--- config.mk ---
export PLATFORM = sky130hd
export DESIGN_NAME = ising_1d_spin_update_unit
export DESIGN_NICKNAME = d
export VERILOG_FILES = /design/src/hw/rtl/isu_pkg.sv /design/src/hw/rtl/isu_ctrl.sv /design/src/hw/rtl/isu_datapath.sv /design/src/hw/rtl/ising_1d_spin_update_unit.sv
export VERILOG_INCLUDE_DIRS = /design/src /design/src/hw/rtl
export SDC_FILE = /design/constraint.sdc
export NUM_CORES = 2
export LEC_CHECK = 0
export BUFFER_PORTS_ARGS = -buffer_cell sky130_fd_sc_hd__clkbuf_2
export CAP_MARGIN = 20
export CORE_ASPECT_RATIO = 1.25
export CORE_MARGIN = 1
export CORE_UTILIZATION = 60
export CTS_CLUSTER_DIAMETER = 60
export DETAILED_ROUTE_END_ITERATION = 10
export PLACE_DENSITY = 0.77
export SKIP_CTS_REPAIR_TIMING = 1
export SYNTH_ARGS = -nofsm -noshare
export SYNTH_HDL_FRONTEND = slang
export SYNTH_SLANG_ARGS = --single-unit
--- constraint.sdc ---
create_clock -name clk -period 77.8 [get_ports clk]
set_input_delay 23.34 -clock clk [delete_from_list [all_inputs] [get_ports clk]]
set_output_delay 23.34 -clock clk [all_outputs]
set_load 0.01 [all_outputs]
--- src/hw/rtl/assert_macros.svh ---
// assertion macros shared by the spin update unit modules
`ifndef ASSERT_MACROS_SVH
`define ASSERT_MACROS_SVH

`ifndef SYNTHESIS

// property that holds at every clock edge out of reset
`define ISU_ASSERT(lbl, prop, msg) \
    lbl: assert property (@(posedge clk) disable iff (!rst_n) prop) else $error(msg);

// condition that forces a consequence in the next cycle
`define ISU_ASSERT_NEXT(lbl, pre, post, msg) \
    lbl: assert property (@(posedge clk) disable iff (!rst_n) (pre) |=> (post)) \
        else $error(msg);

`else

`define ISU_ASSERT(lbl, prop, msg)
`define ISU_ASSERT_NEXT(lbl, pre, post, msg)

`endif

`endif

--- src/hw/rtl/isu_pkg.sv ---
// shared types and constants of the ising spin update unit
`default_nettype none

package isu_pkg;

    // field widths
    localparam int SITE_W     = 10;
    localparam int RND_W      = 32;
    localparam int THR_W      = 32;
    localparam int CNT_W      = 32;
    localparam int MAG_W      = 12;
    localparam int LEN_W      = 11;
    localparam int OP_W       = 2;
    localparam int CFG_IDX_W  = 3;
    localparam int CFG_DATA_W = 64;

    // ring length minimum and reset value
    localparam int MIN_RING = 3;
    localparam logic [LEN_W-1:0] LEN_RESET = 11'd1024;

    // signed unit steps for the ring sums
    localparam logic signed [MAG_W-1:0] PLUS_ONE  = 12'sd1;
    localparam logic signed [MAG_W-1:0] MINUS_ONE = -12'sd1;

    // register indexes
    localparam logic [CFG_IDX_W-1:0] CFG_GIBBS_MODE  = 3'd0;
    localparam logic [CFG_IDX_W-1:0] CFG_RING_LENGTH = 3'd1;
    localparam logic [CFG_IDX_W-1:0] CFG_FLIP_A      = 3'd2;
    localparam logic [CFG_IDX_W-1:0] CFG_FLIP_B      = 3'd3;
    localparam logic [CFG_IDX_W-1:0] CFG_FLIP_C      = 3'd4;
    localparam logic [CFG_IDX_W-1:0] CFG_HEATBATH_A  = 3'd5;
    localparam logic [CFG_IDX_W-1:0] CFG_HEATBATH_B  = 3'd6;

    // command opcodes
    typedef enum logic [OP_W-1:0] {
        OP_TRIAL   = 2'd0,
        OP_LOAD    = 2'd1,
        OP_MEASURE = 2'd2,
        OP_CLEAR   = 2'd3
    } op_t;

    // spin memory read address source
    typedef enum logic [1:0] {
        RD_LEFT  = 2'd0,
        RD_RIGHT = 2'd1,
        RD_SITE  = 2'd2,
        RD_SCAN  = 2'd3
    } rd_sel_t;

    // controller to datapath
    typedef struct packed {
        logic    capture;
        rd_sel_t rd_sel;
        logic    left_en;
        logic    right_en;
        logic    scan_en;
        logic    finish;
    } cmd_t;

    // datapath to controller
    typedef struct packed {
        op_t  op;
        logic site_ok;
        logic scan_last;
    } status_t;

    // saturating counter step
    function automatic logic [CNT_W-1:0] sat_inc(input logic [CNT_W-1:0] c);
        return (c == '1) ? c : c + 1'b1;
    endfunction

endpackage

`default_nettype wire

--- src/hw/rtl/isu_ctrl.sv ---
// sequencing state machine of the spin update unit
`default_nettype none
`include "assert_macros.svh"

module isu_ctrl (
    input  wire logic              clk,
    input  wire logic              rst_n,
    input  wire logic              in_valid,
    output logic                   in_stall,
    output logic                   out_valid,
    input  wire logic              out_stall,
    input  isu_pkg::status_t       status,
    output isu_pkg::cmd_t          cmd
);
    import isu_pkg::*;

    typedef enum logic [6:0] {
        S_IDLE   = 7'b0000001,
        S_RIGHT  = 7'b0000010,
        S_CUR    = 7'b0000100,
        S_TRIAL  = 7'b0001000,
        S_SCAN   = 7'b0010000,
        S_CLOSE  = 7'b0100000,
        S_FINISH = 7'b1000000
    } state_t;

    state_t state_reg, state_next;
    logic   out_valid_reg, out_valid_next;
    logic   accept;
    logic   slot_free;

    assign in_stall  = (state_reg != S_IDLE);
    assign accept    = in_valid && !in_stall;
    assign slot_free = !out_valid_reg || !out_stall;
    assign out_valid = out_valid_reg;

    // next state and commands
    always_comb
    begin
        state_next   = state_reg;
        cmd.capture  = 1'b0;
        cmd.rd_sel   = RD_SITE;
        cmd.left_en  = 1'b0;
        cmd.right_en = 1'b0;
        cmd.scan_en  = 1'b0;
        cmd.finish   = 1'b0;
        case (state_reg)
            S_IDLE:
            begin
                if (accept)
                begin
                    cmd.capture = 1'b1;
                    if (status.op == OP_TRIAL && status.site_ok)
                        state_next = S_RIGHT;
                    else if (status.op == OP_MEASURE)
                        state_next = S_SCAN;
                    else
                        state_next = S_FINISH;
                end
            end
            S_RIGHT:
            begin
                cmd.rd_sel  = RD_RIGHT;
                cmd.left_en = 1'b1;
                state_next  = S_CUR;
            end
            S_CUR:
            begin
                cmd.rd_sel   = RD_SITE;
                cmd.right_en = 1'b1;
                state_next   = S_TRIAL;
            end
            S_TRIAL:
            begin
                cmd.rd_sel = RD_SITE;
                if (slot_free)
                begin
                    cmd.finish = 1'b1;
                    state_next = S_IDLE;
                end
            end
            S_SCAN:
            begin
                cmd.rd_sel  = RD_SCAN;
                cmd.scan_en = 1'b1;
                if (status.scan_last)
                    state_next = S_CLOSE;
            end
            S_CLOSE, S_FINISH:
            begin
                if (slot_free)
                begin
                    cmd.finish = 1'b1;
                    state_next = S_IDLE;
                end
            end
            default:
            begin
                state_next = S_IDLE;
            end
        endcase
    end

    // result word valid flag
    always_comb
    begin
        if (cmd.finish)
            out_valid_next = 1'b1;
        else if (!out_stall)
            out_valid_next = 1'b0;
        else
            out_valid_next = out_valid_reg;
    end

    always_ff @(posedge clk or negedge rst_n)
    begin
        if (!rst_n)
        begin
            state_reg     <= S_IDLE;
            out_valid_reg <= 1'b0;
        end
        else
        begin
            state_reg     <= state_next;
            out_valid_reg <= out_valid_next;
        end
    end

    `ISU_ASSERT(a_no_overwrite, !(cmd.finish && out_valid_reg && out_stall), "result word overwritten while stalled")
    `ISU_ASSERT(a_valid_from_finish, $rose(out_valid_reg) |-> $past(cmd.finish), "result word raised without a finished command")

endmodule

`default_nettype wire

--- src/hw/rtl/isu_datapath.sv ---
// spin memory, thresholds, counters and ring sums of the spin update unit
`default_nettype none
`include "assert_macros.svh"

module isu_datapath #(
    parameter int MAX_SPINS = 1024
) (
    input  wire logic                                   clk,
    input  wire logic                                   rst_n,
    input  wire logic                                   cfg_write_en,
    input  wire logic [isu_pkg::CFG_IDX_W-1:0]          cfg_index,
    input  wire logic [isu_pkg::CFG_DATA_W-1:0]         cfg_data,
    input  wire logic [isu_pkg::OP_W-1:0]               opcode,
    input  wire logic [isu_pkg::SITE_W-1:0]             site,
    input  wire logic [isu_pkg::RND_W-1:0]              random_value,
    input  wire logic                                   spin_value,
    input  isu_pkg::cmd_t                               cmd,
    output isu_pkg::status_t                            status,
    output logic                                        new_spin,
    output logic                                        flip_accepted,
    output logic signed [isu_pkg::MAG_W-1:0]            magnetization,
    output logic signed [isu_pkg::MAG_W-1:0]            bond_sum,
    output logic [isu_pkg::CNT_W-1:0]                   attempted_count,
    output logic [isu_pkg::CNT_W-1:0]                   accepted_count
);
    import isu_pkg::*;

    localparam int AW = $clog2(MAX_SPINS);
    localparam int NW = ($clog2(MAX_SPINS + 1) > LEN_W) ? $clog2(MAX_SPINS + 1) : LEN_W;

    // configuration registers
    logic             gibbs_mode_reg;
    logic [LEN_W-1:0] ring_len_reg;
    logic [63:0]      flip_a_reg;
    logic [63:0]      flip_b_reg;
    logic [63:0]      flip_c_reg;
    logic [63:0]      hb_a_reg;
    logic [THR_W-1:0] hb_b_reg;

    // captured command word
    op_t              op_reg;
    logic             site_ok_reg;
    logic [NW-1:0]    site_reg;
    logic [RND_W-1:0] rnd_reg;
    logic             load_spin_reg;

    // trial and scan state
    logic                    left_reg;
    logic                    right_reg;
    logic [NW-1:0]           scan_cnt_reg;
    logic                    first_reg;
    logic                    prev_reg;
    logic signed [MAG_W-1:0] mag_acc_reg;
    logic signed [MAG_W-1:0] bond_acc_reg;

    // counters
    logic [CNT_W-1:0] trials_cnt_reg, trials_cnt_next;
    logic [CNT_W-1:0] accepts_cnt_reg, accepts_cnt_next;

    // result word
    logic                    spin_out_reg, spin_out_next;
    logic                    flip_out_reg, flip_out_next;
    logic signed [MAG_W-1:0] mag_out_reg, mag_out_next;
    logic signed [MAG_W-1:0] bond_out_reg, bond_out_next;

    // spin memory
    logic          spin_mem [MAX_SPINS];
    logic          rdata_reg;
    logic [AW-1:0] raddr;
    logic          mem_we;

    logic [NW-1:0]    len_ext;
    logic [NW-1:0]    ring_n;
    logic [NW-1:0]    in_site_ext;
    logic [NW-1:0]    in_left;
    logic [NW-1:0]    site_right;
    logic [1:0]       nbr_sum;
    logic [2:0]       flip_idx;
    logic [THR_W-1:0] flip_thr;
    logic [THR_W-1:0] gibbs_thr;
    logic             pass_metro;
    logic             pass_gibbs;
    logic             trial_spin;
    logic             trial_flip;

    // effective ring length, clamped to the supported range
    always_comb
    begin
        len_ext = NW'(ring_len_reg);
        if (len_ext < NW'(MIN_RING))
            ring_n = NW'(MIN_RING);
        else if (len_ext > NW'(MAX_SPINS))
            ring_n = NW'(MAX_SPINS);
        else
            ring_n = len_ext;
    end

    // periodic neighbors
    assign in_site_ext = NW'(site);
    assign in_left     = (in_site_ext == '0) ? ring_n - 1'b1 : in_site_ext - 1'b1;
    assign site_right  = (site_reg + 1'b1 == ring_n) ? '0 : site_reg + 1'b1;

    assign status.op        = op_t'(opcode);
    assign status.site_ok   = (in_site_ext < ring_n);
    assign status.scan_last = (scan_cnt_reg == ring_n);

    // read address select
    always_comb
    begin
        if (cmd.capture)
            raddr = (op_t'(opcode) == OP_MEASURE) ? '0 : in_left[AW-1:0];
        else
        begin
            case (cmd.rd_sel)
                RD_LEFT:  raddr = in_left[AW-1:0];
                RD_RIGHT: raddr = site_right[AW-1:0];
                RD_SITE:  raddr = site_reg[AW-1:0];
                RD_SCAN:  raddr = scan_cnt_reg[AW-1:0];
                default:  raddr = site_reg[AW-1:0];
            endcase
        end
    end

    // threshold select and acceptance tests
    always_comb
    begin
        nbr_sum  = {1'b0, left_reg} + {1'b0, right_reg};
        flip_idx = (rdata_reg ? 3'd0 : 3'd3) + {1'b0, nbr_sum};
        case (flip_idx)
            3'd0:    flip_thr = flip_a_reg[31:0];
            3'd1:    flip_thr = flip_a_reg[63:32];
            3'd2:    flip_thr = flip_b_reg[31:0];
            3'd3:    flip_thr = flip_b_reg[63:32];
            3'd4:    flip_thr = flip_c_reg[31:0];
            3'd5:    flip_thr = flip_c_reg[63:32];
            default: flip_thr = '0;
        endcase
        case (nbr_sum)
            2'd0:    gibbs_thr = hb_a_reg[31:0];
            2'd1:    gibbs_thr = hb_a_reg[63:32];
            default: gibbs_thr = hb_b_reg;
        endcase
        pass_metro = (rnd_reg <= flip_thr);
        pass_gibbs = (rnd_reg <= gibbs_thr);
        trial_spin = gibbs_mode_reg ? pass_gibbs : (rdata_reg ^ pass_metro);
        trial_flip = !gibbs_mode_reg && pass_metro;
    end

    // result word and counter updates
    always_comb
    begin
        spin_out_next    = 1'b0;
        flip_out_next    = 1'b0;
        mag_out_next     = '0;
        bond_out_next    = '0;
        trials_cnt_next  = trials_cnt_reg;
        accepts_cnt_next = accepts_cnt_reg;
        mem_we           = 1'b0;
        case (op_reg)
            OP_TRIAL:
            begin
                if (site_ok_reg)
                begin
                    spin_out_next = trial_spin;
                    flip_out_next = trial_flip;
                    mem_we        = cmd.finish;
                    if (!gibbs_mode_reg)
                        trials_cnt_next = sat_inc(trials_cnt_reg);
                    if (trial_flip)
                        accepts_cnt_next = sat_inc(accepts_cnt_reg);
                end
            end
            OP_LOAD:
            begin
                if (site_ok_reg)
                begin
                    spin_out_next = load_spin_reg;
                    mem_we        = cmd.finish;
                end
            end
            OP_MEASURE:
            begin
                mag_out_next  = mag_acc_reg;
                bond_out_next = bond_acc_reg + ((prev_reg == first_reg) ? PLUS_ONE : MINUS_ONE);
            end
            OP_CLEAR:
            begin
                trials_cnt_next  = '0;
                accepts_cnt_next = '0;
            end
            default:
            begin
                spin_out_next = 1'b0;
            end
        endcase
    end

    // spin memory ports
    always_ff @(posedge clk)
    begin
        if (mem_we)
            spin_mem[site_reg[AW-1:0]] <= spin_out_next;
        rdata_reg <= spin_mem[raddr];
    end

    // configuration writes
    always_ff @(posedge clk or negedge rst_n)
    begin
        if (!rst_n)
        begin
            gibbs_mode_reg <= 1'b0;
            ring_len_reg   <= LEN_RESET;
            flip_a_reg     <= '0;
            flip_b_reg     <= '0;
            flip_c_reg     <= '0;
            hb_a_reg       <= '0;
            hb_b_reg       <= '0;
        end
        else if (cfg_write_en)
        begin
            case (cfg_index)
                CFG_GIBBS_MODE:  gibbs_mode_reg <= cfg_data[0];
                CFG_RING_LENGTH: ring_len_reg   <= cfg_data[LEN_W-1:0];
                CFG_FLIP_A:      flip_a_reg     <= cfg_data;
                CFG_FLIP_B:      flip_b_reg     <= cfg_data;
                CFG_FLIP_C:      flip_c_reg     <= cfg_data;
                CFG_HEATBATH_A:  hb_a_reg       <= cfg_data;
                CFG_HEATBATH_B:  hb_b_reg       <= cfg_data[THR_W-1:0];
                default:         gibbs_mode_reg <= gibbs_mode_reg;
            endcase
        end
    end

    // counters
    always_ff @(posedge clk or negedge rst_n)
    begin
        if (!rst_n)
        begin
            trials_cnt_reg  <= '0;
            accepts_cnt_reg <= '0;
        end
        else if (cmd.finish)
        begin
            trials_cnt_reg  <= trials_cnt_next;
            accepts_cnt_reg <= accepts_cnt_next;
        end
    end

    // command capture, neighbor capture and ring scan
    always_ff @(posedge clk)
    begin
        if (cmd.capture)
        begin
            op_reg        <= op_t'(opcode);
            site_ok_reg   <= status.site_ok;
            site_reg      <= in_site_ext;
            rnd_reg       <= random_value;
            load_spin_reg <= spin_value;
            scan_cnt_reg  <= NW'(1);
            mag_acc_reg   <= '0;
            bond_acc_reg  <= '0;
        end
        else if (cmd.scan_en)
        begin
            scan_cnt_reg <= scan_cnt_reg + 1'b1;
            mag_acc_reg  <= mag_acc_reg + (rdata_reg ? PLUS_ONE : MINUS_ONE);
            prev_reg     <= rdata_reg;
            if (scan_cnt_reg == NW'(1))
                first_reg <= rdata_reg;
            else
                bond_acc_reg <= bond_acc_reg + ((prev_reg == rdata_reg) ? PLUS_ONE : MINUS_ONE);
        end
        if (cmd.left_en)
            left_reg <= rdata_reg;
        if (cmd.right_en)
            right_reg <= rdata_reg;
    end

    // result word register
    always_ff @(posedge clk)
    begin
        if (cmd.finish)
        begin
            spin_out_reg <= spin_out_next;
            flip_out_reg <= flip_out_next;
            mag_out_reg  <= mag_out_next;
            bond_out_reg <= bond_out_next;
        end
    end

    assign new_spin        = spin_out_reg;
    assign flip_accepted   = flip_out_reg;
    assign magnetization   = mag_out_reg;
    assign bond_sum        = bond_out_reg;
    assign attempted_count = trials_cnt_reg;
    assign accepted_count  = accepts_cnt_reg;

    `ISU_ASSERT(a_accepts_le_trials, accepts_cnt_reg <= trials_cnt_reg, "accepted count above attempted count")
    `ISU_ASSERT_NEXT(a_clear_zeroes, cmd.finish && op_reg == OP_CLEAR, trials_cnt_reg == '0 && accepts_cnt_reg == '0, "clear left a counter nonzero")

endmodule

`default_nettype wire

--- src/hw/rtl/ising_1d_spin_update_unit.sv ---
// top level of the 1d ising spin update unit
// result word registered by the final state once the output slot is free: trial goes
// via right, cur and trial, load, clear and bad-site trials via finish, measure via scan
// and close; one command word in flight, the next is accepted once back in idle
// the sequence is set by the single read port of the spin memory: one spin read per cycle
// reset clears control state, counters and config registers; spin memory stays unwritten
`default_nettype none

module ising_1d_spin_update_unit #(
    parameter int MAX_SPINS = 1024
) (
    input  wire logic                                   clk,
    input  wire logic                                   rst_n,
    input  wire logic                                   cfg_write_en,
    input  wire logic [isu_pkg::CFG_IDX_W-1:0]          cfg_index,
    input  wire logic [isu_pkg::CFG_DATA_W-1:0]         cfg_data,
    input  wire logic                                   in_valid,
    output logic                                        in_stall,
    input  wire logic [isu_pkg::OP_W-1:0]               opcode,
    input  wire logic [isu_pkg::SITE_W-1:0]             site,
    input  wire logic [isu_pkg::RND_W-1:0]              random_value,
    input  wire logic                                   spin_value,
    output logic                                        out_valid,
    input  wire logic                                   out_stall,
    output logic                                        new_spin,
    output logic                                        flip_accepted,
    output logic signed [isu_pkg::MAG_W-1:0]            magnetization,
    output logic signed [isu_pkg::MAG_W-1:0]            bond_sum,
    output logic [isu_pkg::CNT_W-1:0]                   attempted_count,
    output logic [isu_pkg::CNT_W-1:0]                   accepted_count
);
    import isu_pkg::*;

    cmd_t    cmd;
    status_t status;

    // sequencer
    isu_ctrl u_ctrl (
        .clk       (clk),
        .rst_n     (rst_n),
        .in_valid  (in_valid),
        .in_stall  (in_stall),
        .out_valid (out_valid),
        .out_stall (out_stall),
        .status    (status),
        .cmd       (cmd)
    );

    // spin memory and arithmetic
    isu_datapath #(
        .MAX_SPINS (MAX_SPINS)
    ) u_datapath (
        .clk             (clk),
        .rst_n           (rst_n),
        .cfg_write_en    (cfg_write_en),
        .cfg_index       (cfg_index),
        .cfg_data        (cfg_data),
        .opcode          (opcode),
        .site            (site),
        .random_value    (random_value),
        .spin_value      (spin_value),
        .cmd             (cmd),
        .status          (status),
        .new_spin        (new_spin),
        .flip_accepted   (flip_accepted),
        .magnetization   (magnetization),
        .bond_sum        (bond_sum),
        .attempted_count (attempted_count),
        .accepted_count  (accepted_count)
    );

endmodule

`default_nettype wire
### After elaboration in Yosys (flattened, before gate mapping)

Memories as Yosys holds them, arrays and structs flattened. A register that Yosys moved wholly into a read port is not among the register bits.
Cells that the tools add are included.

* add/subtract/negate cells: 11
* $lt $le $gt $ge: 5
* equality and inequality tests: 43
* muxes and demuxes: 45
* bitwise logic cells: 3
* reduce and logical (&&, ||, !) cells: 32

Operators by type and width (number)
* two-way mux 32 bit: 6
* one-hot mux 32 bit (2 select lines): 3
* one-hot mux 32 bit (6 select lines): 1
* adder 32 x 1 -> 32 bit (second input constant): 2
* == test 32 bit (second input constant): 2
* <= comparator 32 bit: 2
* two-way mux 10 bit: 4
* one-hot mux 10 bit (4 select lines): 1
* adder 12 bit: 3
* two-way mux 12 bit: 3
* two-way mux 7 bit: 5
* one-hot mux 7 bit (5 select lines): 1
* == test 11 bit: 2
* two-way mux 11 bit: 2
* AND reduction 2 bit: 10
* subtractor 10 x 1 -> 10 bit (second input constant): 2
* two-way mux 1 bit: 16
* == test 3 bit (second input constant): 5
* == test 3 x 2 -> 1 bit (second input constant): 4
* adder 10 x 1 -> 11 bit (second input constant): 1
* adder 11 x 1 -> 11 bit (second input constant): 1
* == test 11 x 1 -> 1 bit (second input constant): 1
* > comparator 11 bit (second input constant): 1
* logical NOT 11 bit: 1
* 33 further kinds: 60

* register bits: 483
* bits in writable memories: 1024
* output and inout bits: 92
* word-level logic and storage cells: 167
* memories kept: 1

Memory list
* u_datapath.spin_mem: depth 1024, width 1, read ports 1, clocked after Yosys merged registers in 1, write ports 1, line isu_datapath.sv:67 `logic spin_mem [MAX_SPINS];`

### Depth between registers and ports, before layout

* depth after elaboration: 9
* gate-level depth with buffers: 26

### Modules after synthesis

Synthesis repeated with hierarchy kept, for this count alone.

* cell total of the unflattened synthesis: 6391
* area total of the unflattened synthesis: 70237.4 um^2

Modules (own cells, without submodules)
* isu_datapath: instances 1, cells each 6343, area each 69774.4 um^2
* isu_ctrl: instances 1, cells each 48, area each 462.9 um^2

### Worst setup path after synthesis

OpenSTA, ideal clock, no wires.

* path kind: register to register
* from: register u_datapath.rdata_reg (read register of u_datapath.spin_mem)
* to: register u_datapath.spin_out_reg, in the netlist u_datapath.new_spin, data pin
* library setup time: 8.352 ns
* arrival: 45.488 ns
* path slack: 23.960 ns
* stages on the path, launching flop included: 22
* buffers on the path: 2
* period minus slack after synthesis: 53.840 ns
* path through: dfxtp_1 -> inv_1 -> ha_1 -> fa_1 -> nor3b_1 -> clkbuf_1 -> clkbuf_1 -> a22oi_1 -> nand2_1 -> a221oi_1 -> ha_1 -> nor2b_1 -> o21a_1 -> o21ai_0 -> a21oi_1 -> o31a_1 -> o21ai_0 -> a32oi_1 -> xnor2_1 -> nor2_1 -> nor2_1 -> a211oi_1

* cells in the longest elaborated chain, start to end: 9

Ends and longest elaborated chain
* start, declared: line isu_datapath.sv:68 `logic rdata_reg;`
* two-way mux 2 bit: line isu_datapath.sv:128 `flip_idx = (rdata_reg ? 3'd0 : 3'd3) + {1'b0, nbr_sum};`
* adder 3 x 2 -> 3 bit: line isu_datapath.sv:128
* == test 3 bit (tied with other cells): line isu_datapath.sv:129 `case (flip_idx)`
* one-hot mux 32 bit (6 select lines): line isu_datapath.sv:129
* <= comparator 32 bit: line isu_datapath.sv:143 `pass_metro = (rnd_reg <= flip_thr);`
* XOR 1 bit *: line isu_datapath.sv:145 `trial_spin = gibbs_mode_reg ? pass_gibbs : (rdata_reg ^ pass_metro);`
* two-way mux 1 bit *: line isu_datapath.sv:145
* two-way mux 1 bit *: line isu_datapath.sv:162 `if (site_ok_reg)`
* one-hot mux 1 bit (2 select lines) *: line isu_datapath.sv:159 `case (op_reg)`
* via u_datapath.spin_out_next: line isu_datapath.sv:61 `logic spin_out_reg, spin_out_next;`
* end signal, assigned: line isu_datapath.sv:284 `spin_out_reg <= spin_out_next;`
* end, declared: line isu_datapath.sv:61

Mark *: on every way through the listed nets, which the timed path passes. The rest lies on a longest branch.
A chain may end at the register's enable or synchronous reset.

### Final worst setup path

* from: input site[8] in the netlist's numbering
* to: register u_datapath.rdata_reg (read register of u_datapath.spin_mem)

* cells in the longest elaborated chain, start to end: 4

Ends and longest elaborated chain
* start, declared: line ising_1d_spin_update_unit.sv:20 `input wire logic [isu_pkg::SITE_W-1:0] site,`
* subtractor 10 x 1 -> 10 bit / logical NOT 11 bit (equally long branches): line isu_datapath.sv:100 `assign in_left = (in_site_ext == '0) ? ring_n - 1'b1 : in_site_ext - 1'b1;`
* two-way mux 10 bit *: line isu_datapath.sv:100
* one-hot mux 10 bit (4 select lines) / two-way mux 10 bit (equally long branches): line isu_datapath.sv:114, isu_datapath.sv:111
* two-way mux 10 bit *: line isu_datapath.sv:110 `if (cmd.capture)`

Mark *: on every way between the ends. The rest lies on a longest branch, timed or not.

==> implementation parameters <==
Parameter                              Value

Outcome
  Run status ... finished clean

Worst hold path
  Worst hold path type ... register to register
  Hold Path Cell Cnt ... 2

Synthesis
  Syn Nets ... roughly 6400
  XOR/XNOR share of the synthesized area ... 0.0163
  Adder-cell area share of the yosys netlist ... 0.0219
  Yosys warning total ... 0
  Area fraction in compound gates after synthesis ... 0.0847
  Post-synthesis sequential element count ... approximately 1500
  Post-synthesis mux area share ... 0.0597
  Proportion of synthesized chip area in sequential cells ... 0.621
  Async SR Flop Fraction ... 0.247
  Cells after synthesis ... roughly 6200
  EDFF count, synth ... 1100
  Dominant combinational cell family by area after synthesis ... simple AND/OR/NAND/NOR gates
  Count of distinct cell types in the synthesized netlist ... 83
  Basic-gate share of the synthesized area counting and, or, nand and nor cells ... 0.163
  Netlist area before placement ... roughly 69000 µm²
  Average cell area after synthesis ... ~11 µm²
  Commonest register cell after synthesis ... sky130_fd_sc_hd__edfxtp_1

Floorplanning
  Chip Height ... around 380 µm
  Initial core utilization ... 0.604
  Standard-cell rows ... approximately 140
  I/O pin count ... around 210
  Die footprint ... approximately 120000 µm²
  Floorplan die width ... approximately 300 µm
  Area inside the core boundary ... 115000 µm²

Critical path
  Depth of the most critical reg-to-reg path ... 22
  Number of buffers and inverters on the critical path ... 5
  Cell occurring most often along the worst timing path ... sky130_fd_sc_hd__buf_4
  Crit path capture type ... register
  Required @ worst endpoint ... 78.47 ns
  Slowest cell on crit path ... sky130_fd_sc_hd__buf_4
  Worst flop-to-flop path endpoint ... u_datapath.spin_mem[816]$_DFFE_PP_
  Sequence of cells on the critical path ... clkbuf_2 > nor3_1 > and3_1 > a21oi_1 > ha_1 > o21ai_0 > nand2_2 > buf_4 > nand2_4 > buf_4 > buf_4 > buf_4 > mux2i_1 > a22oi_1 > a32o_1 > a221oi_1 > o22ai_1 > o22ai_1 > nor4b_1 > o31a_1
  Data arrival time of the critical path ... about 30 ns
  Largest fanout on the critical path ... 74
  R2R Path Start ... u_datapath.rdata_reg$_DFF_P_
  Launching instance or port of the critical path ... site[8]
  Reg2reg setup slack ... between 60 and 70 ns
  Setup CP Type ... input pin to register
  Number of cells on the critical path ... 20
  Critical path launch point type ... input pin
  Largest delay share family, worst path ... buffers and inverters
  Critical path capture point ... u_datapath.rdata_reg$_DFF_P_
  Highest cell delay on the worst timing path ... slightly above 0.8 ns

Detailed routing
  Post-DR vias/cell ... 6.56
  Post-Route WL ... about 200000 µm
  Routed wire per std cell ... 25.8 µm
  First drt pass iteration count ... 8
  DRC violation count after routing ... 0
  Vias ... 51200
  ANT nets after route ... 0
  Drt initial violations ... ~6700

STA
  Least-Margin Pin Slew ... between 1 and 1.5 ns
  Final Max Tran Viols ... 0
  Final min period ... roughly 30 ns
  Final setup slack of the worst path ... around 48 ns
  Worst relative slew slack ... 0.179
  Setup-violating endpoint count in the final report ... 0
  Final setup skew ... approximately 0.028 ns
  Share of the clock period used by the worst path after layout ... 0.382
  Setup repair after global routing missed its margin ... false
  Achievable Freq ... 33.6 MHz
  Tightest hold margin ... between 0.4 and 0.5 ns
  Setup Total Neg Slack ... 0 ns
  Number of hold-slack violations in the final timing report ... 0

Global route
  Total global-route track usage ... 0.339
  First-pass GRT wire length ... between 200000 and 300000 µm
  Pin count of the biggest net entering global routing ... 299
  Antenna violations before repair ... 16
  Grt ovf ... 0
  Via count of the first global-routing pass ... roughly 50000

Cells and area
  Area growth syn-to-layout ... 10.3%
  Commonest cells after routing, fill and taps aside ... sky130_fd_sc_hd__nor2_1 (1203), sky130_fd_sc_hd__edfxtp_1 (1100), sky130_fd_sc_hd__nand2_1 (883), sky130_fd_sc_hd__dfrtp_1 (370), sky130_fd_sc_hd__mux2_2 (302)
  Fraction of final layout cells sized beyond drive strength 1 ... 0.144
  Most common library cell in the layout ignoring fill and taps ... sky130_fd_sc_hd__nor2_1
  Count of nets after finishing ... around 6400
  Flip-flop count of the largest register, all copies and words added ... 1024
  Filler instances ... between 8000 and 9000

Clock tree
  H-tree depth reported by CTS ... 4
  Clock-pin slew on the worst setup and hold paths ... about 0.060 ns
  Clock latency at the later pin of the worst-skew pair ... a little under 0.8 ns
  Clock tree from TritonCTS ... yes
  CTS Buffer Depth ... 3
  Root buffer cell ... sky130_fd_sc_hd__clkbuf_16
  Sinks on the clock net ... between 1500 and 2000
  Number of buffers created by CTS ... ~150

Place
  Routability cong. ... between 0.9 and 1
  Post-detailed-placement half-perimeter wirelength ... ~110000 µm
  Minimum setup slack after placement ... ~48 ns
  Count of input and output buffers ... about 210

Power and ir drop
  Largest voltage drop on the vdd net ... approximately 0.000028 V
  Areal power density over the cells ... approximately 35 nW/µm²
  Pleak ... between 20 and 30 nW

Run
  Number of maximum-capacitance violations ... 0
==> per-layer routing <==
metal  track usage  routed length (µm)  vias to the layer above
met2         0.550               94900                     3258
met5             0                 121                        -
met4         0.195               12900                       18
met1         0.417               68600                    25000
li1              -                   -                    22100
met3        0.0793               24300                      759
==> cell usage after synthesis (all sizes together) (64+ instances only) <==
master,count,area (µm²)
a21oi,208,1040
a22oi,110,826
a31oi,93,582
and3,85,532
buf,164,907
clkbuf,322,1210
dfrtp,370,9260
edfxtp,1100,33000
ha,115,1440
mux2,302,3400
mux2i,74,741
nand2,902,3390
nand3,239,1210
nand4,64,400
nor2,1210,4540
o21ai,71,359
xnor2,66,578
==> final cells by class <==
cell class,instances,area [µm²],share of cell area
diodes,7,17.5,0.000229
clock buffers,186,3980,0.0520
clock inverters,78,643,0.00841
inverters,58,219,0.00286
multi-input cells,4152,24300,0.318
flip-flops and latches,1508,43100,0.563
well taps,1480,1850,0.0242
repair buffers,328,2410,0.0316
==> stage by stage <==
step	utilization	cells	total power [W]	area, µm²
global placement	0.621	7504	0.00193	71200
floorplan	-	6204	0.00176	69300
finish	0.666	7797	0.00267	76500
CTS	0.661	7769	0.00264	75900
detailed placement	0.621	7505	0.00195	71300
global route	0.666	7794	0.00276	76500
==> power by group <==
| group | leakage [nW] | total (W) | internal [W] | switching [W] |
|---|---|---|---|---|
| Sequential | 15.0 | 0.00101 | 0.000971 | 0.0000360 |
| Clock | 2.26 | 0.000698 | 0.000387 | 0.000310 |
| Combinational | 10.3 | 0.000965 | 0.000291 | 0.000674 |
| Total | 27.6 | 0.00267 | 0.00165 | 0.00102 |
==> kinds of logic after synthesis <==
logic type,after synthesis
compound gates,846
xor+xnor,126
fa+ha+maj,119
buf+inv,544
flops,1508
mux,376
simple gates,2685
==> how the worst min path moves through the flow <==
| stage | start | end | slack, ns |
|---|---|---|---|
| floorplan | u_datapath.mag_acc_reg[3]$_SDFFE_PP0P_ | u_datapath.mag_acc_reg[3]$_SDFFE_PP0P_ | 0.44 |
| global placement | u_datapath.mag_acc_reg[6]$_SDFFE_PP0P_ | u_datapath.mag_acc_reg[6]$_SDFFE_PP0P_ | 0.46 |
| detailed placement | u_datapath.mag_acc_reg[4]$_SDFFE_PP0P_ | u_datapath.mag_acc_reg[4]$_SDFFE_PP0P_ | 0.47 |
| CTS | u_datapath.mag_acc_reg[6]$_SDFFE_PP0P_ | u_datapath.mag_acc_reg[6]$_SDFFE_PP0P_ | 0.48 |
| global route | u_datapath.mag_acc_reg[5]$_SDFFE_PP0P_ | u_datapath.mag_acc_reg[5]$_SDFFE_PP0P_ | 0.50 |
| finish | u_datapath.mag_acc_reg[6]$_SDFFE_PP0P_ | u_datapath.mag_acc_reg[6]$_SDFFE_PP0P_ | 0.48 |
==> worst reg2reg max path, cell delays in order (launching register included) <==
cell                       delay, ns
sky130_fd_sc_hd__dfxtp_1        0.35
sky130_fd_sc_hd__buf_4          0.25
sky130_fd_sc_hd__inv_1          0.39
sky130_fd_sc_hd__ha_1           0.37
sky130_fd_sc_hd__fa_1           0.62
sky130_fd_sc_hd__nor3b_2        0.20
sky130_fd_sc_hd__buf_4          0.52
sky130_fd_sc_hd__a22oi_1        0.21
sky130_fd_sc_hd__nand2_1        0.10
sky130_fd_sc_hd__a221oi_1       0.08
sky130_fd_sc_hd__ha_1           0.36
sky130_fd_sc_hd__nand4_1        0.27
sky130_fd_sc_hd__nor4_1         0.56
sky130_fd_sc_hd__o21ai_0        0.18
sky130_fd_sc_hd__a32oi_1        0.66
sky130_fd_sc_hd__xnor2_1        0.16
sky130_fd_sc_hd__nor2_1         0.12
sky130_fd_sc_hd__nor2_1         0.07
sky130_fd_sc_hd__a211oi_4       0.30
sky130_fd_sc_hd__buf_12         0.70
sky130_fd_sc_hd__buf_4          0.46
sky130_fd_sc_hd__buf_16         0.36
sky130_fd_sc_hd__buf_4          0.97
Note: power is estimated with default switching activity, not from simulation.
